File: src/rtl/twfa_pkg.sv
package twfa_pkg;

  localparam int ROTATION_STEPS_DEF = 16;
  localparam int MAX_TABLE_STEPS    = 24;

  // datapath widths: components in knots * 2^16, angles in 1/65536 degree
  localparam int CW = 37;
  localparam int ZW = 25;
  localparam int MW = CW - 1;

  localparam int INV_GAIN     = 39797;
  localparam int FULL_TURN    = 360;
  localparam int HALF_TURN    = 180;
  localparam int QUARTER_TURN = 90;
  localparam int DEG_SHIFT    = 16;
  localparam int OUT_WRAP     = 23040;
  localparam int SPEED_MAX    = 131071;
  localparam int MAX_AGE_RST  = 5000;

  typedef struct packed {
    logic        ok;
    logic        left;
    logic        back;
    logic        tx_neg;
    logic        ty_neg;
    logic        zero;
    logic [15:0] sog;
  } twfa_side_t;

  // arctan(2^-i) in 1/65536 degree
  function automatic logic [ZW-1:0] atan_q16(input int idx);
    logic [ZW-1:0] v;
    unique case (idx)
      0:       v = ZW'(2949120);
      1:       v = ZW'(1740967);
      2:       v = ZW'(919879);
      3:       v = ZW'(466945);
      4:       v = ZW'(234379);
      5:       v = ZW'(117304);
      6:       v = ZW'(58666);
      7:       v = ZW'(29335);
      8:       v = ZW'(14668);
      9:       v = ZW'(7334);
      10:      v = ZW'(3667);
      11:      v = ZW'(1833);
      12:      v = ZW'(917);
      13:      v = ZW'(458);
      14:      v = ZW'(229);
      15:      v = ZW'(115);
      16:      v = ZW'(57);
      17:      v = ZW'(29);
      18:      v = ZW'(14);
      19:      v = ZW'(7);
      20:      v = ZW'(4);
      21:      v = ZW'(2);
      22:      v = ZW'(1);
      default: v = '0;
    endcase
    return v;
  endfunction

endpackage

File: src/rtl/twfa_join.sv
module twfa_join (
  input  logic                           clk,
  input  logic                           rst_n,
  input  logic                           vld_i,
  output logic                           rdy_o,
  input  logic signed [twfa_pkg::CW-1:0] c_i,
  input  logic signed [twfa_pkg::CW-1:0] s_i,
  input  twfa_pkg::twfa_side_t           side_i,
  output logic                           vld_o,
  input  logic                           rdy_i,
  output logic signed [twfa_pkg::CW-1:0] ux_o,
  output logic signed [twfa_pkg::CW-1:0] uy_o,
  output twfa_pkg::twfa_side_t           side_o
);
  import twfa_pkg::*;

  logic                 v1_r;
  logic                 v2_r;
  logic                 s1_rdy;
  logic                 s2_rdy;
  logic signed [CW-1:0] sogx;
  logic signed [CW-1:0] tx_nxt;
  logic signed [CW-1:0] ty_nxt;
  logic signed [CW-1:0] tx_r;
  logic signed [CW-1:0] ty_r;
  twfa_side_t           side1_r;
  twfa_side_t           side2_nxt;
  twfa_side_t           side2_r;
  logic signed [CW-1:0] ux_r;
  logic signed [CW-1:0] uy_r;

  // unmirror the rotated wind and take boat speed off the forward part
  always_comb begin
    sogx   = signed'(CW'({side_i.sog, 16'b0}));
    tx_nxt = side_i.left ? -s_i : s_i;
    ty_nxt = side_i.back ? (-c_i - sogx) : (c_i - sogx);
  end

  always_comb begin
    side2_nxt        = side1_r;
    side2_nxt.tx_neg = tx_r[CW-1];
    side2_nxt.ty_neg = ty_r[CW-1];
    side2_nxt.zero   = (tx_r == '0) && (ty_r == '0);
  end

  assign s2_rdy = !v2_r || rdy_i;
  assign s1_rdy = !v1_r || s2_rdy;
  assign rdy_o  = s1_rdy;

  always_ff @(posedge clk) begin
    if (!rst_n) begin
      v1_r <= 1'b0;
      v2_r <= 1'b0;
    end else begin
      if (s1_rdy) begin
        v1_r <= vld_i;
      end
      if (s2_rdy) begin
        v2_r <= v1_r;
      end
    end
  end

  always_ff @(posedge clk) begin
    if (s1_rdy && vld_i) begin
      tx_r    <= tx_nxt;
      ty_r    <= ty_nxt;
      side1_r <= side_i;
    end
    if (s2_rdy && v1_r) begin
      ux_r    <= ty_r[CW-1] ? -ty_r : ty_r;
      uy_r    <= tx_r[CW-1] ? -tx_r : tx_r;
      side2_r <= side2_nxt;
    end
  end

  assign vld_o  = v2_r;
  assign ux_o   = ux_r;
  assign uy_o   = uy_r;
  assign side_o = side2_r;

endmodule

File: config.mk
export PLATFORM = sky130hd
export DESIGN_NAME = twfa_join
export DESIGN_NICKNAME = d
export VERILOG_FILES = /design/src/rtl/twfa_pkg.sv /design/src/rtl/twfa_join.sv
export SDC_FILE = /design/constraint.sdc
export NUM_CORES = 1
export LEC_CHECK = 0
export ABC_AREA = 1
export ABC_CLOCK_PERIOD_IN_PS = 8450
export BUFFER_PORTS_ARGS = -buffer_cell sky130_fd_sc_hd__buf_2
export CAP_MARGIN = 15
export CORE_MARGIN = 2
export CORE_UTILIZATION = 30
export CTS_BUF_LIST = sky130_fd_sc_hd__clkbuf_16
export DETAILED_ROUTE_END_ITERATION = 10
export HOLD_SLACK_MARGIN = 0.12
export SETUP_SLACK_MARGIN = 0.3
export SKIP_CTS_REPAIR_TIMING = 1
export SYNTH_ARGS = -nofsm -noshare
export SYNTH_HDL_FRONTEND = slang
export SYNTH_SLANG_ARGS = --single-unit
File: constraint.sdc
create_clock -name clk -period 8.45 [get_ports clk]
set_clock_uncertainty 0.05 [all_clocks]
set_input_delay 1.2675 -clock clk [delete_from_list [all_inputs] [get_ports clk]]
set_output_delay 1.2675 -clock clk [all_outputs]
set_load 0.01 [all_outputs]
; ---- Word-level counts from Yosys, hierarchy flattened
; Cells that the tools add are included.
[totals]
reg_bits = 191
latchBits = 0
ramBits = 0
mem_bits_ro = 0
wordCells = 38
mem_count = 0
[classes]
n_addsub = 6
multipliers = 0
div = 0
order_cmp = 0
n_eq_ne = 0
shift = 0
mux = 4
n_bitwise = 0
n_reduce_logical = 9
[op_table]
columns = operator, count
row1 = 37-bit negation, 4
row2 = 37-bit logical NOT, 2
row3 = 37-bit two-way mux, 2
row4 = 37-bit by 33-bit subtractor with 37-bit output, 2
row5 = 36-bit two-way mux, 2
row6 = 1-bit logical AND, 3
row7 = 1-bit logical NOT, 2
row8 = 1-bit logical OR, 2

; ---- Longest topological paths before layout
[logic_depth]
word_depth = 4
ltp_mapped = 16
depth_no_buf = 16

; ---- Least setup slack after synthesis
; No wires, ideal clock.
[synth_path]
path_kind = input to register
from = in rdy_i
to = reg side2_r, in the netlist side_o[0], enable pin
arrival_ns = 5.943
slack_ns = 1.875
stages = 2
n_path_buf = 0
path_cell_list = inv_1 > a21oi_1
[synth_between]
elab_chain_len = 2
[synth_lines]
columns = element, line_no
row1 = start: declaration, twfa_join.sv:10  ; input logic rdy_i,
row2 = 1-bit logical OR, twfa_join.sv:46  ; assign s2_rdy = !v2_r || rdy_i;
row3 = 1-bit logical AND, twfa_join.sv:70  ; if (s2_rdy && v1_r) begin
row4 = end signal: assignment, twfa_join.sv:73  ; side2_r <= side2_nxt;
row5 = end: declaration, twfa_join.sv:28  ; twfa_side_t side2_r;
; No other way between the ends.
; A chain may end at the register's enable or synchronous reset.

; ---- Final worst setup path
[layout_path]
from = in side_i[8] in the netlist's numbering
to = reg ty_r[35], data pin
[layout_between]
elab_chain_len = 2
elab_cells_between_ends = 3
[layout_lines]
columns = element, line_no
row1 = start: declaration, twfa_join.sv:8  ; input twfa_pkg::twfa_side_t side_i,
row2 = 37-bit by 33-bit subtractor with 37-bit output, twfa_join.sv:36  ; ty_nxt = side_i.back ? (-c_i - sogx) : (c_i - sogx);
row3 = 37-bit two-way mux *, twfa_join.sv:36
row4 = named net ty_nxt[35], twfa_join.sv:23  ; logic signed [CW-1:0] ty_nxt;
row5 = end signal: assignment, twfa_join.sv:67  ; ty_r <= ty_nxt;
row6 = end: declaration, twfa_join.sv:25  ; logic signed [CW-1:0] ty_r;
; Mark *: on every way through the listed nets, which the timed path passes. The rest lies on a longest branch.

==> results.json <==
{
  "r2r_start": "ty_r[0]$_DFFE_PP_",
  "area.sequential_mm2": 0.00572,
  "dominantRegCellSynth": "sky130_fd_sc_hd__edfxtp_1",
  "fmaxAchievable_ghz": 0.305,
  "timing.final.crit_period_ns": 3.28,
  "total_wirelength_um": 37500,
  "synth.area.top_cells": "sky130_fd_sc_hd__edfxtp_1 43%, sky130_fd_sc_hd__nand2_1 12%, sky130_fd_sc_hd__inv_1 7.2%",
  "global_router_s_overall_resource_usage_pct": 16.6,
  "setup-violations-final": 0,
  "placed_cells": 2398,
  "cts_buffer_depth": 2,
  "netSwitchingFraction_pct": 31.7,
  "ys_ff_latch": 191,
  "dieHeight_um": 213,
  "ff2ff_setup_slack_ns": 6.23,
  "initial_core_utilization_pct": 30.4,
  "tritoncts.num_buffers": 17,
  "ys_types": 49,
  "post_syn_instances": 1632,
  "fp.dieW_um": 213,
  "mappedNetlistNets": 1808,
  "clk_pin_slew_ns": 0.08,
  "worst-slew-pin-transition_ns": 0.685,
  "dieArea_mm2": 0.0455,
  "fp-row-count": 76,
  "post_route_cells_drive_above_1_share_pct": 15.3,
  "timing.final.crit_share_pct": 38.8,
  "post_drt_via_cell_ratio": 4.60,
  "final_core_utilization_pct": 35.7,
  "worst_r2r_endpoint": "ux_o[34]$_DFFE_PP_",
  "max_cap_viol_count": 0,
  "htree_num_levels": 4,
  "vias": 11200,
  "grt_antenna_before_repair": 12,
  "cellLeakagePower_nw": 7.07,
  "drt-pass1-iter-count": 5,
  "detailed_route_drc_error_count": 0,
  "endpoint": "ty_r[35]$_DFFE_PP_",
  "cp-start-kind": "input pin",
  "final_nets": 2008,
  "outcome": "finished clean",
  "first_global_vias": 10800,
  "intPower_mw": 1.77,
  "gpl.final_weighted_congestion": 0.924,
  "synthesis.yosys.warnings": 0,
  "min-delay-path-class": "reg2reg",
  "io_pins": 198,
  "post_synth.cell_area_avg_um2": 8.05,
  "part_of_the_yosys_area_used_for_sequential_elements_pct": 43.5,
  "worst-r2r-cell-count": 8,
  "yosysTopAreaCellShare_pct": 43.2,
  "insertion_delay_ns": 0.45,
  "detailed_place_hpwl_um": 30800,
  "rsz0062_at_grt": "false",
  "num-fill-cells": 4509,
  "cts_root_buffer_type": "sky130_fd_sc_hd__clkbuf_16",
  "ant_nets": 0,
  "post_layout_nonfiller_instances": 2434,
  "overflow": 0,
  "async_reset_ff_share_pct": 0,
  "power_after_layout_mw": 2.59,
  "clk_sinks": 191,
  "hold_viol_final": 0,
  "cp-end-kind": "flip-flop",
  "crit_path_start": "side_i[8]",
  "power.ir.vdd_worst_v": 0.0000939,
  "grt_first_pass_wirelength_um": 57700,
  "placement.io_buffers": 194,
  "worstPathMaxFanout": 5,
  "clock_tree_from_tritoncts": "built",
  "pwr-share-comb_pct": 23.3,
  "syn_area_mm2": 0.0131,
  "multiInputGateArea_mm2": 0.00639,
  "synthDominantAreaCellType": "sky130_fd_sc_hd__edfxtp_1",
  "detailedRoute.firstIterationViolations": 787,
  "grt_max_degree": 55,
  "maxSlewViolCount": 0,
  "power.switching_uw": 822,
  "crit_type": "in2reg",
  "final.setup.tns_ns": 0,
  "wire_per_inst_um": 15.4,
  "clockPowerShare_pct": 30.6,
  "synth-edff-count": 189,
  "power.density_cell_area_mw_per_mm2": 168,
  "core-area_mm2": 0.0432,
  "pwr-share-seq_pct": 46.1,
  "worst-endpoint-arrival_ns": 3.40,
  "max_slew_margin_pct": 54.3,
  "worst_ep_required_time_ns": 8.58,
  "area_growth_syn_to_layout_pct": 17.3
}
==> sequential cells by signal, indices dropped and copies added, names as in the netlist <==
| signal | count |
|---|---|
| vld_o | 1 |
| side1_r | 19 |
| ty_r | 37 |
| v1_r | 1 |
| ux_o | 37 |
| uy_o | 37 |
| side_o | 22 |
| tx_r | 37 |
==> critical path, stage by stage <==
cell,delay [ns]
sky130_fd_sc_hd__buf_2,0.12
sky130_fd_sc_hd__inv_1,0.06
sky130_fd_sc_hd__ha_1,0.38
sky130_fd_sc_hd__ha_1,0.38
sky130_fd_sc_hd__a21oi_1,0.29
sky130_fd_sc_hd__inv_1,0.12
sky130_fd_sc_hd__nand3_1,0.09
sky130_fd_sc_hd__nand3_1,0.13
sky130_fd_sc_hd__a21oi_1,0.22
sky130_fd_sc_hd__nand3_1,0.10
sky130_fd_sc_hd__nand3_1,0.09
sky130_fd_sc_hd__nand2_1,0.13
==> worst min-delay path by stage <==
| stage | from | to | slack (ns) | cells after the start |
|---|---|---|---|---|
| final | side1_r[10]$_DFFE_PP_ | side_o[10]$_DFFE_PP_ | 0.37 | 0 |
| after global placement | side1_r[0]$_DFFE_PP_ | side_o[0]$_DFFE_PP_ | 0.35 | 0 |
| after CTS | side1_r[19]$_DFFE_PP_ | side_o[19]$_DFFE_PP_ | 0.37 | 0 |
| after detailed placement | side1_r[19]$_DFFE_PP_ | side_o[19]$_DFFE_PP_ | 0.35 | 0 |
| after floorplan | side1_r[0]$_DFFE_PP_ | side_o[0]$_DFFE_PP_ | 0.35 | 0 |
| after global routing | side1_r[10]$_DFFE_PP_ | side_o[10]$_DFFE_PP_ | 0.38 | 0 |
==> metrics by stage <==
| step | cell area, um^2 | worst slack, ns | hold slack, ns |
|---|---|---|---|
| floorplan | 13100 | 1.87 | 0.350 |
| global placement | 14800 | 4.74 | 0.351 |
| detailed placement | 14800 | 4.70 | 0.355 |
| CTS | 15400 | 5.19 | 0.374 |
| global route | 15400 | 5.02 | 0.380 |
| finish | 15400 | 5.17 | 0.372 |
==> synthesized netlist by cell type, drive strengths merged (21+ instances only) <==
cell type	count
nand2	418
inv	255
nor2	204
edfxtp	189
nand3	110
ha	75
o21ai	73
xor2	68
a21oi	67
xnor2	39
nor3	24
nand4	21
==> power by group through the flow <==
stage,Combinational (mW),Sequential [mW],Clock [mW]
4_1_cts,0.605,1.19,0.817
2_1_floorplan,0.384,1.22,0
3_5_place_dp,0.603,1.21,0
5_1_grt,0.681,1.20,0.853
3_3_place_gp,0.596,1.21,0
6_report,0.604,1.19,0.793
==> cell type report <==
cell class,count,area share (%)
Sequential cell,191,37.1
Inverter,256,6.25
Timing Repair Buffer,201,6.64
Antenna cell,4,0.0649
Multi-Input combinational cell,1165,41.5
Tap cell,585,4.75
Clock buffer,17,2.76
Clock inverter,15,0.982
==> layout by cell type (no fill, tap or decap), types with 18 or more instances in the layout <==
cell type / instances
sky130_fd_sc_hd__o21ai_0: 63
sky130_fd_sc_hd__xnor2_1: 39
sky130_fd_sc_hd__nor2_1: 191
sky130_fd_sc_hd__xor2_1: 68
sky130_fd_sc_hd__edfxtp_1: 189
sky130_fd_sc_hd__a21oi_1: 66
sky130_fd_sc_hd__nand2_1: 410
sky130_fd_sc_hd__ha_1: 75
sky130_fd_sc_hd__nand4_1: 18
sky130_fd_sc_hd__nand3_1: 103
sky130_fd_sc_hd__inv_1: 251
sky130_fd_sc_hd__buf_2: 194
==> per-layer routing <==
layer,GRT usage (%),share of wire [%]
met1,22.5,46
met2,26.7,46
met3,3.21,5.9
met4,5.53,2.1
met5,0,0.19
==> cell families (layout without fill, tap and decap cells) <==
group | count (synthesis) | in the layout | share of synthesized area, %
AND/OR/NAND/NOR | 805 | 805 | 26.6
buffers and inverters | 276 | 489 | 7.96
AO/OA/AOI/OAI | 177 | 177 | 7.51
XOR/XNOR | 107 | 107 | 7.13
adder cells (fa/ha/maj) | 76 | 76 | 7.29
other | 0 | 4 | 0
flip-flops | 191 | 191 | 43.5
Power figures use the tool's default switching activity.
