--- src/rtl/twfa_pkg.sv ---
package twfa_pkg;

  localparam int ROTATION_STEPS_DEF = 16;
  localparam int MAX_TABLE_STEPS    = 24;

  // datapath widths: components in knots * 2^16, angles in 1/65536 degree
  localparam int CW = 37;
  localparam int ZW = 25;
  localparam int MW = CW - 1;

  localparam int INV_GAIN     = 39797;
  localparam int FULL_TURN    = 360;
  localparam int HALF_TURN    = 180;
  localparam int QUARTER_TURN = 90;
  localparam int DEG_SHIFT    = 16;
  localparam int OUT_WRAP     = 23040;
  localparam int SPEED_MAX    = 131071;
  localparam int MAX_AGE_RST  = 5000;

  typedef struct packed {
    logic        ok;
    logic        left;
    logic        back;
    logic        tx_neg;
    logic        ty_neg;
    logic        zero;
    logic [15:0] sog;
  } twfa_side_t;

  // arctan(2^-i) in 1/65536 degree
  function automatic logic [ZW-1:0] atan_q16(input int idx);
    logic [ZW-1:0] v;
    unique case (idx)
      0:       v = ZW'(2949120);
      1:       v = ZW'(1740967);
      2:       v = ZW'(919879);
      3:       v = ZW'(466945);
      4:       v = ZW'(234379);
      5:       v = ZW'(117304);
      6:       v = ZW'(58666);
      7:       v = ZW'(29335);
      8:       v = ZW'(14668);
      9:       v = ZW'(7334);
      10:      v = ZW'(3667);
      11:      v = ZW'(1833);
      12:      v = ZW'(917);
      13:      v = ZW'(458);
      14:      v = ZW'(229);
      15:      v = ZW'(115);
      16:      v = ZW'(57);
      17:      v = ZW'(29);
      18:      v = ZW'(14);
      19:      v = ZW'(7);
      20:      v = ZW'(4);
      21:      v = ZW'(2);
      22:      v = ZW'(1);
      default: v = '0;
    endcase
    return v;
  endfunction

endpackage

--- src/rtl/twfa_if.sv ---


interface twfa_out_if;
  logic        valid;
  logic        ready;
  logic        result_valid;
  logic [16:0] true_speed;
  logic [14:0] true_angle;

  modport source (output valid, result_valid, true_speed, true_angle, input ready);
  modport sink   (input valid, result_valid, true_speed, true_angle, output ready);
endinterface

--- src/rtl/twfa_back.sv ---
module twfa_back (
  input  logic                           clk,
  input  logic                           rst_n,
  input  logic                           vld_i,
  output logic                           rdy_o,
  input  logic signed [twfa_pkg::CW-1:0] mag_i,
  input  logic signed [twfa_pkg::ZW-1:0] theta_i,
  input  twfa_pkg::twfa_side_t           side_i,
  twfa_out_if.source                     out_word
);
  import twfa_pkg::*;

  localparam logic [ZW-1:0] QUARTER_Q = ZW'(QUARTER_TURN * 65536);
  localparam logic [ZW-1:0] HALF_Q    = ZW'(HALF_TURN * 65536);
  localparam logic [ZW-1:0] FULL_Q    = ZW'(FULL_TURN * 65536);

  logic                 v1_r;
  logic                 v2_r;
  logic                 s1_rdy;
  logic                 s2_rdy;
  logic [ZW-1:0]        th;
  logic [ZW-1:0]        phi_nxt;
  logic [MW-1:0]        mag;
  logic [MW+15:0]       prod_nxt;
  logic [MW+15:0]       prod_r;
  logic [ZW-1:0]        phi_r;
  logic                 ok1_r;
  logic                 blank1_r;
  logic [MW+15:0]       spd_sum;
  logic [MW-1:0]        spd_full;
  logic [16:0]          spd;
  logic [ZW-1:0]        ang_sum;
  logic [14:0]          ang;
  logic                 rv_r;
  logic [16:0]          spd_r;
  logic [14:0]          ang_r;

  // quadrant from the signs of the true components
  always_comb begin
    if (theta_i[ZW-1]) begin
      th = '0;
    end else if (unsigned'(theta_i) > QUARTER_Q) begin
      th = QUARTER_Q;
    end else begin
      th = unsigned'(theta_i);
    end
    if (!side_i.ty_neg) begin
      phi_nxt = side_i.tx_neg ? FULL_Q - th : th;
    end else begin
      phi_nxt = side_i.tx_neg ? HALF_Q + th : HALF_Q - th;
    end
    mag      = mag_i[CW-1] ? '0 : mag_i[MW-1:0];
    prod_nxt = (MW+16)'(mag) * (MW+16)'(INV_GAIN);
  end

  // round, saturate, wrap
  always_comb begin
    spd_sum  = prod_r + (MW+16)'(32768);
    spd_full = spd_sum[MW+15:16];
    spd      = (spd_full > MW'(SPEED_MAX)) ? 17'(SPEED_MAX) : spd_full[16:0];
    ang_sum  = phi_r + ZW'(512);
    ang      = ang_sum[24:10];
    if (ang >= 15'(OUT_WRAP)) begin
      ang = '0;
    end
  end

  assign s2_rdy = !v2_r || out_word.ready;
  assign s1_rdy = !v1_r || s2_rdy;
  assign rdy_o  = s1_rdy;

  always_ff @(posedge clk) begin
    if (!rst_n) begin
      v1_r <= 1'b0;
      v2_r <= 1'b0;
    end else begin
      if (s1_rdy) begin
        v1_r <= vld_i;
      end
      if (s2_rdy) begin
        v2_r <= v1_r;
      end
    end
  end

  always_ff @(posedge clk) begin
    if (s1_rdy && vld_i) begin
      prod_r   <= prod_nxt;
      phi_r    <= phi_nxt;
      ok1_r    <= side_i.ok;
      blank1_r <= !side_i.ok || side_i.zero;
    end
    if (s2_rdy && v1_r) begin
      rv_r  <= ok1_r;
      spd_r <= blank1_r ? '0 : spd;
      ang_r <= blank1_r ? '0 : ang;
    end
  end

  assign out_word.valid        = v2_r;
  assign out_word.result_valid = rv_r;
  assign out_word.true_speed   = spd_r;
  assign out_word.true_angle   = ang_r;

endmodule

--- src/flat_wrapper.sv ---
// flat-port wrapper written by rule: the top's interface ports become plain ports
module twfa_back_flat import twfa_pkg::*;
  (clk, rst_n, vld_i, rdy_o, mag_i, theta_i, side_i, out_word_valid, out_word_result_valid, out_word_true_speed, out_word_true_angle, out_word_ready);
  twfa_out_if out_word_i ();
  input  logic clk;
  input  logic rst_n;
  input  logic vld_i;
  output logic rdy_o;
  input  logic signed [twfa_pkg::CW-1:0] mag_i;
  input  logic signed [twfa_pkg::ZW-1:0] theta_i;
  input  twfa_pkg::twfa_side_t side_i;
  output wire logic [$bits(out_word_i.valid)-1:0] out_word_valid;
  output wire logic [$bits(out_word_i.result_valid)-1:0] out_word_result_valid;
  output wire logic [$bits(out_word_i.true_speed)-1:0] out_word_true_speed;
  output wire logic [$bits(out_word_i.true_angle)-1:0] out_word_true_angle;
  input wire logic [$bits(out_word_i.ready)-1:0] out_word_ready;
  assign out_word_valid = out_word_i.valid;
  assign out_word_result_valid = out_word_i.result_valid;
  assign out_word_true_speed = out_word_i.true_speed;
  assign out_word_true_angle = out_word_i.true_angle;
  assign out_word_i.ready = out_word_ready;
  twfa_back u_core (.clk(clk), .rst_n(rst_n), .vld_i(vld_i), .rdy_o(rdy_o), .mag_i(mag_i), .theta_i(theta_i), .side_i(side_i), .out_word(out_word_i));
endmodule
--- config.mk ---
export PLATFORM = sky130hd
export DESIGN_NAME = twfa_back_flat
export DESIGN_NICKNAME = d
export VERILOG_FILES = /design/src/rtl/twfa_pkg.sv /design/src/rtl/twfa_if.sv /design/src/rtl/twfa_back.sv /design/src/flat_wrapper.sv
export SDC_FILE = /design/constraint.sdc
export NUM_CORES = 1
export LEC_CHECK = 0
export BUFFER_PORTS_ARGS = -buffer_cell sky130_fd_sc_hd__buf_2
export CAP_MARGIN = 20
export CORE_ASPECT_RATIO = 1.25
export CORE_MARGIN = 4
export CORE_UTILIZATION = 40
export DETAILED_ROUTE_END_ITERATION = 6
export GPL_TIMING_DRIVEN = 0
export PLACE_DENSITY = 0.61
export RECOVER_POWER = 50
export SLEW_MARGIN = 5
export SYNTH_ARGS = -nofsm -noshare
export SYNTH_HDL_FRONTEND = slang
export SYNTH_SLANG_ARGS = --single-unit
--- constraint.sdc ---
create_clock -name clk -period 7.3 [get_ports clk]
set_input_delay 1.46 -clock clk [delete_from_list [all_inputs] [get_ports clk]]
set_output_delay 1.46 -clock clk [all_outputs]
set_load 0.02 [all_outputs]
## Yosys cells after proc, flatten, opt, wreduce, memory -nomap -nowiden

Cells that the tools add are included.

| word-level totals | value |
|---|---|
| register bits | 114 |
| output and inout port bits | 35 |

| cells by class | value |
|---|---|
| add/sub/neg operators | 5 |
| multipliers | 1 |
| order comparisons | 3 |
| multiplexer cells | 7 |
| reductions and logical operators | 9 |

Operators by type and width:

| kind | count |
|---|---|
| two-way mux 25 bit | 4 |
| adder 52 x 16 -> 52 bit, second input constant | 1 |
| multiplier 36 x 16 -> 52 bit, second input constant | 1 |
| greater-than comparator 36 x 17 -> 1 bit, second input constant | 1 |
| two-way mux 36 bit | 1 |
| adder 24 x 25 -> 25 bit, first input constant | 1 |
| adder 25 x 10 -> 25 bit, second input constant | 1 |
| greater-than comparator 25 x 23 -> 1 bit, second input constant | 1 |
| subtractor 24 x 25 -> 25 bit, first input constant | 1 |
| subtractor 25 bit, first input constant | 1 |
| two-way mux 24 bit | 1 |
| two-way mux 17 bit | 1 |
| >= comparator 15 bit, second input constant | 1 |
| zero test 1 bit | 3 |
| logical OR 1 bit | 3 |
| logical AND 1 bit | 2 |
| OR reduction 2 bit | 1 |

## Logic depth before layout (Yosys ltp)

Gate-level depths: netlist (run 1).

| logic depth | value |
|---|---|
| depth in word-level cells | 6 |
| mapped depth | 28 |
| depth with buffers taken out | 24 |

## Worst setup path before layout (run 1)

Ideal clock, no wire load.

| timing | value |
|---|---|
| path type | in2reg |
| start point | in mag_i[36] (netlist bit) |
| end point | reg u_core.prod_r[51] (data pin) |
| setup time | 0.260 ns |
| arrival time | 7.598 ns |
| path slack | -0.558 ns |
| cell stages on the path | 27 |
| cell sequence | clkbuf_1 -> buf_1 -> clkbuf_1 -> nand2b_1 -> inv_1 -> fa_1 -> inv_1 -> fa_1 -> inv_1 -> fa_1 -> inv_1 -> fa_1 -> inv_1 -> fa_1 -> inv_1 -> fa_1 -> inv_1 -> ha_1 -> and3_1 -> nor2b_1 -> nor2b_1 -> nand2_1 -> nor2_1 -> o2bb2ai_1 -> a211o_1 -> a221oi_2 -> xnor2_1 |

| between the ends | value |
|---|---|
| word-level cells in the longest chain between the ends | 2 |

Ends and longest elaborated chain:

| element | RTL line | text |
|---|---|---|
| from (decl) | flat_wrapper.sv:9 | `input logic signed [twfa_pkg::CW-1:0] mag_i;` |
| two-way mux 36 bit | twfa_back.sv:52 | `mag = mag_i[CW-1] ? '0 : mag_i[MW-1:0];` |
| multiplier 36 x 16 -> 52 bit | twfa_back.sv:53 | `prod_nxt = (MW+16)'(mag) * (MW+16)'(INV_GAIN);` |
| named net u_core.prod_nxt[51] | twfa_back.sv:24 | `logic [MW+15:0] prod_nxt;` |
| to (signal assigned) | twfa_back.sv:88 | `prod_r <= prod_nxt;` |
| to (decl) | twfa_back.sv:25 | `logic [MW+15:0] prod_r;` |

The timed path passes the listed nets, and every way through them passes these cells.
A chain may end at the register's enable or synchronous reset.

## Final worst setup path (run 1)

| timing | value |
|---|---|
| start point | in mag_i[36] (netlist bit) |
| end point | reg u_core.prod_r[46] (data pin) |

The elaborated chain is that of the path after synthesis.

==> metrics.md, run 1 <==
| Metric | Value |
|---|---|
| Max VDD drop | `between 0.3 and 0.4 mV` |
| Core Footprint | `around 0.04 mm2` |
| GRT overflow | `0` |
| Post-synthesis async set-or-reset flop share | `0%` |
| Crit path launch type | `primary input` |
| Vias | `~12000` |
| Post-Syn Instances | `between 1500 and 2000` |
| Hold depth | `0` |
| Static Leak | `9.063 nW` |
| Arrival time worst endpoint | `about 7300 ps` |
| Most frequent cells in the layout | `inv_1, fa_1, ha_1, edfxtp_1, xnor2_1` |
| CTS root buffer | `clkbuf_16` |
| First-pass GRT wire length | `between 60 and 70 mm` |
| Setup Skew | `roughly 5.7 ps` |
| Total track usage | `between 10% and 20%` |
| Vias in the first global route | `12450` |
| WL met2 | `20.07 mm` |
| I/O Pins | `123` |
| Clock period minus worst slack | `7217 ps` |
| Die Y | `233.2 um` |
| Seq/Total Area, Yosys | `approximately 17%` |
| Layout cell share with drive strength beyond 1 | `a little under a fifth` |
| Mapped Avg Cell Area | `a little under 10 um2` |
| Max_cap viols | `2` |
| Max stage delay on crit path | `roughly 520 ps` |
| Most common cell after layout, fill and taps aside | `inv_1` |
| Starting Density | `approximately two fifths` |
| Part of the power in registers | `roughly an eighth` |
| Reg clk slew, reported paths | `~70 ps` |
| Levels on crit path | `27` |
| Drt first pass iters | `5` |
| GPL Wtd Cong | `0.9013` |
| Most used cell along the critical path | `fa_1` |
| Worst Setup End Kind | `flip-flop` |
| Mapped cell area | `roughly 0.016 mm2` |
| Area Growth Syn to Fin | `17.11%` |
| Clock Sinks | `90` |
| Top Layer Used | `met4` |
| Status | `finished with violations` |
| Met3 wire length | `about 1.2 mm` |
| Switching share of total power | `between 50% and 60%` |
| Max Clk Rate | `roughly 140 MHz` |
| Power density cells | `around 420 mW/mm2` |
| M1 WL | `around 16 mm` |
| FF+latch count, synth | `90` |
| CTS Buf Count | `9` |
| Antenna Cells | `0` |
| Comb power frac | `between 80% and 90%` |
| # rows | `82` |
| Largest net degree at the start of global routing | `40` |
| Post-synth EDFFs | `88` |
| Top_reg_cell synth | `edfxtp_1` |
| Worst skew pair latency | `~340 ps` |
| Die width | `~190 um` |
| Crit Path Category | `in -> reg` |
| Distinct cells, synth | `88` |
| Synth Warn # | `0` |
| Setup violators final | `0` |
| Worst hold path type | `reg -> reg` |
| Buffers on Ports | `about 100` |
| DRC | `0` |
| Initial antenna violation count | `0` |
| Post-route ant nets | `0` |
| Part of the cycle the worst path needs | `a little over nine tenths` |
| Share of the synthesized area in the top cell type | `between 20% and 30%` |
| HPWL after DPL | `between 30 and 40 mm` |
| Nets | `approximately 2400` |
| TritonCTS clock tree | `yes` |
| CP required | `between 7000 and 8000 ps` |
| Failing checks | `capacitance limit, slew limit` |
| Synth Net Count | `2178` |
| Tot Pwr | `between 0.008 and 0.009 W` |
| Unrepaired setup endpoints after global routing | `yes` |
| 1st-iter DRT viols | `between 500 and 600` |
| Hold Violations, Final | `0` |
| Pins over their slew limit | `74` |
| Slew HR | `-73.95%` |
| Pint | `~0.0040 W` |
| Final Hold Slack | `about 440 ps` |
| Clock share of power | `6.2%` |
| Final WL | `between 30 and 40 mm` |
| Wire per inst | `15.98 um` |
| Number of buffers and inverters on the critical path | `12` |
| Crit path max fanout | `7` |
| Max H-tree Level | `3` |
| Worst Reg2Reg Path Length in Cells | `4` |
| Deepest clock path buffer count | `2` |
| Crit-path slowest cell | `fa_1` |
| Die area | `around 0.044 mm2` |
| Switch Pwr | `~0.0041 W` |
| Via-to-Cell Ratio | `4.956` |
| Synth area leaders | `fa_1, edfxtp_1, ha_1, inv_1, xnor2_1` |
| CP top delay family | `adder cells` |
| Worst Tran Pin Value | `between 2000 and 3000 ps` |
| Cell taking the most area after synthesis | `fa_1` |
-- cell families (layout without fill, tap and decap cells) --
kind of cell,Yosys count,count (layout),share of synthesized area [%]
XOR/XNOR,138,138,7.491
AND/OR/NAND/NOR,383,383,13.05
buffers and inverters,399,577,9.602
multiplexers,8,8,0.5086
adder cells (fa/ha/maj),413,413,42.60
flip-flops,90,90,16.52
AO/OA/AOI/OAI,246,246,10.23
-- Yosys cell counts, drive strengths merged (3+ instances only) --
cell type / n
a21o: 20
inv: 356
or2: 6
o21bai: 13
o21ai: 43
nor3: 18
mux2i: 6
or3: 3
edfxtp: 88
o211ai: 6
o2111ai: 3
and2: 29
nor2: 103
nor4: 10
nand2: 70
fa: 233
clkbuf: 27
and3: 17
o2bb2ai: 3
a211oi: 6
and4: 4
o21a: 5
a21oi: 102
a41oi: 4
nand3: 29
ha: 180
o31ai: 3
xnor2: 88
xor2: 50
a31oi: 11
o221ai: 4
buf: 15
nand2b: 15
a221oi: 3
nor2b: 46
nand4: 27
-- per-layer routing --
layer  up-vias  global-route usage (%)
li1       5796                       -
met1      5837                   21.44
met2       200                   31.63
met3        67                   1.854
met4         0                   5.415
met5         -                       0
-- worst paths after layout --
kind	slack [ps]	to	start
min	440	u_core.out_word.result_valid$_DFFE_PP_	u_core.ok1_r$_DFFE_PP_
max	80	u_core.prod_r[46]$_DFFE_PP_	mag_i[36]
min reg2reg	440	u_core.out_word.result_valid$_DFFE_PP_	u_core.ok1_r$_DFFE_PP_
max reg2reg	3950	u_core.prod_r[48]$_DFFE_PP_	u_core.out_word.valid$_SDFFE_PN0P_
-- registers in the layout, summed over array words and instances (netlist names) --
register / flops
u_core.out_word.result_valid: 1
u_core.ok1_r: 1
u_core.out_word.valid: 1
u_core.out_word.true_angle: 15
u_core.phi_r: 16
u_core.v1_r: 1
u_core.out_word.true_speed: 17
u_core.blank1_r: 1
u_core.prod_r: 37
-- timing repair --
action	4_1_cts	5_1_grt
buffers inserted	15	49
gates cloned	0	3
hold buffers	0	0
pin swaps	8	63
setup endpoints to repair	26	19
gates resized for setup	89	125
-- through the flow --
step / setup TNS, ps / cells / instance area, um2 / utilization, % / setup WS, ps
4_1_cts: -97.59 / 2351 / 18260 / 45.52 / -48.98
3_5_place_dp: -23000 / 2323 / 17510 / 43.65 / -1092
2_1_floorplan: 0 / 1677 / 16300 / - / 1.759
3_3_place_gp: -22030 / 2322 / 17480 / 43.58 / -1079
5_1_grt: -695.8 / 2401 / 19010 / 47.40 / -137.1
6_report: 0 / 2401 / 19010 / 47.40 / 82.58
-- final cells by class --
cell class                      instances  area, um2
Timing Repair Buffer                  167       1026
Multi-Input combinational cell       1188      12590
Fill cell                            3786      21100
Clock inverter                          6      96.34
Clock buffer                           10      229.0
Buffer                                 38      350.3
Tap cell                              546      683.2
Inverter                              356       1358
Sequential cell                        90       2683
-- power groups by stage --
stage | registers [W] | logic [W] | clock network [W]
detailed placement | 0.00106 | 0.00576 | 0
global placement | 0.00106 | 0.00573 | 0
CTS | 0.00105 | 0.00596 | 0.000521
global route | 0.00107 | 0.00735 | 0.000540
floorplan | 0.00104 | 0.00444 | 0
finish | 0.00105 | 0.00652 | 0.000504
Power figures use the tool's default switching activity.
==> run 2, diff against run 1 <==
--- a/config.mk
+++ b/config.mk
@@ -12,6 +12,7 @@
 export CORE_UTILIZATION = 40
 export DETAILED_ROUTE_END_ITERATION = 6
 export GPL_TIMING_DRIVEN = 0
+export MAX_ROUTING_LAYER = met4
 export PLACE_DENSITY = 0.61
 export RECOVER_POWER = 50
 export SLEW_MARGIN = 5
==> run 2 against run 1 <==
- the flow still finishes with violations (capacitance limit, slew limit)
- clock power down 6.7%
- clock-buffer cell count unchanged
- combinational power down 2%
- first-iteration DRC count down 3.0%
- critical path depth up 1
- wire length up 0.42%
- die area unchanged
- non-clock buffer count up 1
- register-to-register slack worse by 40 ps
- global-route usage up 0.64 points
==> metrics.md, run 2 (synthesized netlist as in run 1, its figures left out) <==
| Metric | Value |
|---|---|
| 1st-iter DRT viols | `roughly 520` |
| Core Footprint | `0.04012 mm2` |
| Multi-input gate area | `~0.013 mm2` |
| Die width | `roughly 190 um` |
| Hold_buf cts | `0` |
| Tot Pwr | `slightly below 0.008 W` |
| Via-to-Cell Ratio | `about 5.0` |
| Die Y | `roughly 230 um` |
| Max reg flops | `37` |
| Max H-tree Level | `3` |
| Worst Setup End Kind | `flip-flop` |
| Power density cells | `roughly 420 mW/mm2` |
| First-pass GRT wire length | `62.89 mm` |
| TritonCTS clock tree | `yes` |
| HPWL after DPL | `approximately 32 mm` |
| Setup slack at placement | `-1121 ps` |
| Part of the cycle the worst path needs | `roughly 100%` |
| CTS root buffer | `clkbuf_16` |
| Crit path launch type | `primary input` |
| GPL Wtd Cong | `0.9185` |
| Pint | `around 0.0039 W` |
| Slew HR | `-75.04%` |
| Crit path max fanout | `7` |
| Most common cell after layout, fill and taps aside | `inv_1` |
| Setup violators final | `0` |
| Static Leak | `9.085 nW` |
| Crit Path Category | `in -> reg` |
| Antenna Cells | `0` |
| Wire per inst | `between 15 and 20 um` |
| Area Growth Syn to Fin | `17.06%` |
| Most frequent cells in the layout | `inv_1, fa_1, ha_1, edfxtp_1, xnor2_1` |
| Initial antenna violation count | `0` |
| # rows | `82` |
| Switching share of total power | `between 50% and 60%` |
| Worst Tran Pin Value | `2620 ps` |
| Setup ws final | `64.82 ps` |
| Worst hold path type | `reg -> reg` |
| Post-route ant nets | `0` |
| Max VDD drop | `about 0.32 mV` |
| Max Clk Rate | `138.2 MHz` |
| Failing checks | `capacitance limit, slew limit` |
| Setup TNS | `0 ps` |
| Post-route core utilization | `47.38%` |
| Crit-path slowest cell | `fa_1` |
| Die area | `approximately 0.044 mm2` |
| Total track usage | `17.94%` |
| Sequential cell area | `about 0.0027 mm2` |
| Largest net degree at the start of global routing | `40` |
| Final WL | `between 30 and 40 mm` |
| Reg clk slew, reported paths | `approximately 70 ps` |
| CP top delay family | `adder cells` |
| CTS Buf Count | `9` |
| Starting Density | `around 40%` |
| Status | `finished with violations` |
| Comb power frac | `80.9%` |
| Max stage delay on crit path | `~530 ps` |
| Max_cap viols | `2` |
| Switch Pwr | `0.004067 W` |
| GRT overflow | `0` |
| Top reg by flops | `u_core.prod_r` |
| CP required | `~7400 ps` |
| Unrepaired setup endpoints after global routing | `yes` |
| Vias in the first global route | `around 13000` |
| Pins over their slew limit | `74` |
| DRC | `0` |
| Worst skew pair latency | `340 ps` |
| Final Hold Slack | `426.5 ps` |
| Deepest clock path buffer count | `2` |
| Clock share of power | `about 6%` |
| Buffers on Ports | `99` |
| Clock Sinks | `90` |
| Setup Skew | `around 9.0 ps` |
| Hold Violations, Final | `0` |
| Nets | `2352` |
| Fillers | `approximately 3800` |
| Part of the power in registers | `13.2%` |
| Clock period minus worst slack | `approximately 7200 ps` |
| Number of buffers and inverters on the critical path | `11` |
| Vias | `between 10000 and 15000` |
| Arrival time worst endpoint | `7320 ps` |
| Layout cell share with drive strength beyond 1 | `between 10% and 20%` |
| Most used cell along the critical path | `fa_1` |
| I/O Pins | `about 120` |
| Drt first pass iters | `5` |
run 2: cell count changes in the layout (fill, tap and decap cells not counted), moves of 3 or more:
cell and delta:
and2_2 +3, buf_12 +3, buf_4 +4, buf_6 -3, clkbuf_4 -3, ha_4 -3, nor2b_1 -3, nor2b_4 +3
run 2: area by class of cell:
| type | count | area share, % |
|---|---|---|
| Buffer | 38 | 1.909 |
| Clock buffer | 10 | 1.205 |
| Clock inverter | 6 | 0.3884 |
| Inverter | 356 | 7.143 |
| Multi-Input combinational cell | 1188 | 66.23 |
| Sequential cell | 90 | 14.11 |
| Tap cell | 546 | 3.594 |
| Timing Repair Buffer | 168 | 5.418 |
run 2: worst paths after layout:
| kind | end | start | cells past startpoint | slack (ps) |
|---|---|---|---|---|
| worst max-delay path | u_core.prod_r[51]$_DFFE_PP_ | mag_i[36] | 28 | 60 |
| worst min-delay path | u_core.out_word.result_valid$_DFFE_PP_ | u_core.ok1_r$_DFFE_PP_ | 0 | 430 |
| worst max register to register | u_core.prod_r[50]$_DFFE_PP_ | u_core.out_word.valid$_SDFFE_PN0P_ | 4 | 3910 |
| worst min register to register | u_core.out_word.result_valid$_DFFE_PP_ | u_core.ok1_r$_DFFE_PP_ | 0 | 430 |
run 2: power groups by stage:
stage               Combinational, W  Sequential, W  Clock (W)
global placement             0.00577        0.00106          0
finish                       0.00642        0.00105   0.000470
floorplan                    0.00444        0.00104          0
detailed placement           0.00580        0.00106          0
global route                 0.00722        0.00107   0.000501
CTS                          0.00604        0.00105   0.000483
run 2: timing repair:
item	in CTS	in global routing
resized for setup	109	109
hold endpoints to repair	0	0
gates cloned	1	0
setup endpoints to repair	26	19
pin swaps	15	52
setup buffers	20	47
run 2: metal layers:
layer | global-route usage (%) | part of all wire [%] | vias to the layer above
li1 | - | - | 5798
met1 | 21.88 | 42 | 6004
met4 | 4.681 | 2.6 | 0
met3 | 1.226 | 2.8 | 65
met2 | 32.43 | 53 | 226
met5 | - | 0 | -
run 2: through the flow:
step,cell area [um2],cells
6_report,19010,2402
5_1_grt,19010,2402
4_1_cts,18380,2357
3_5_place_dp,17510,2323
3_3_place_gp,17480,2322
2_1_floorplan,16300,1677
run 2: worst register-to-register path, stage by stage (launching register included):
cell	delay, ps
dfxtp_1	300
nor2b_1	160
nand2_1	100
and2_0	810
clkbuf_1	1560
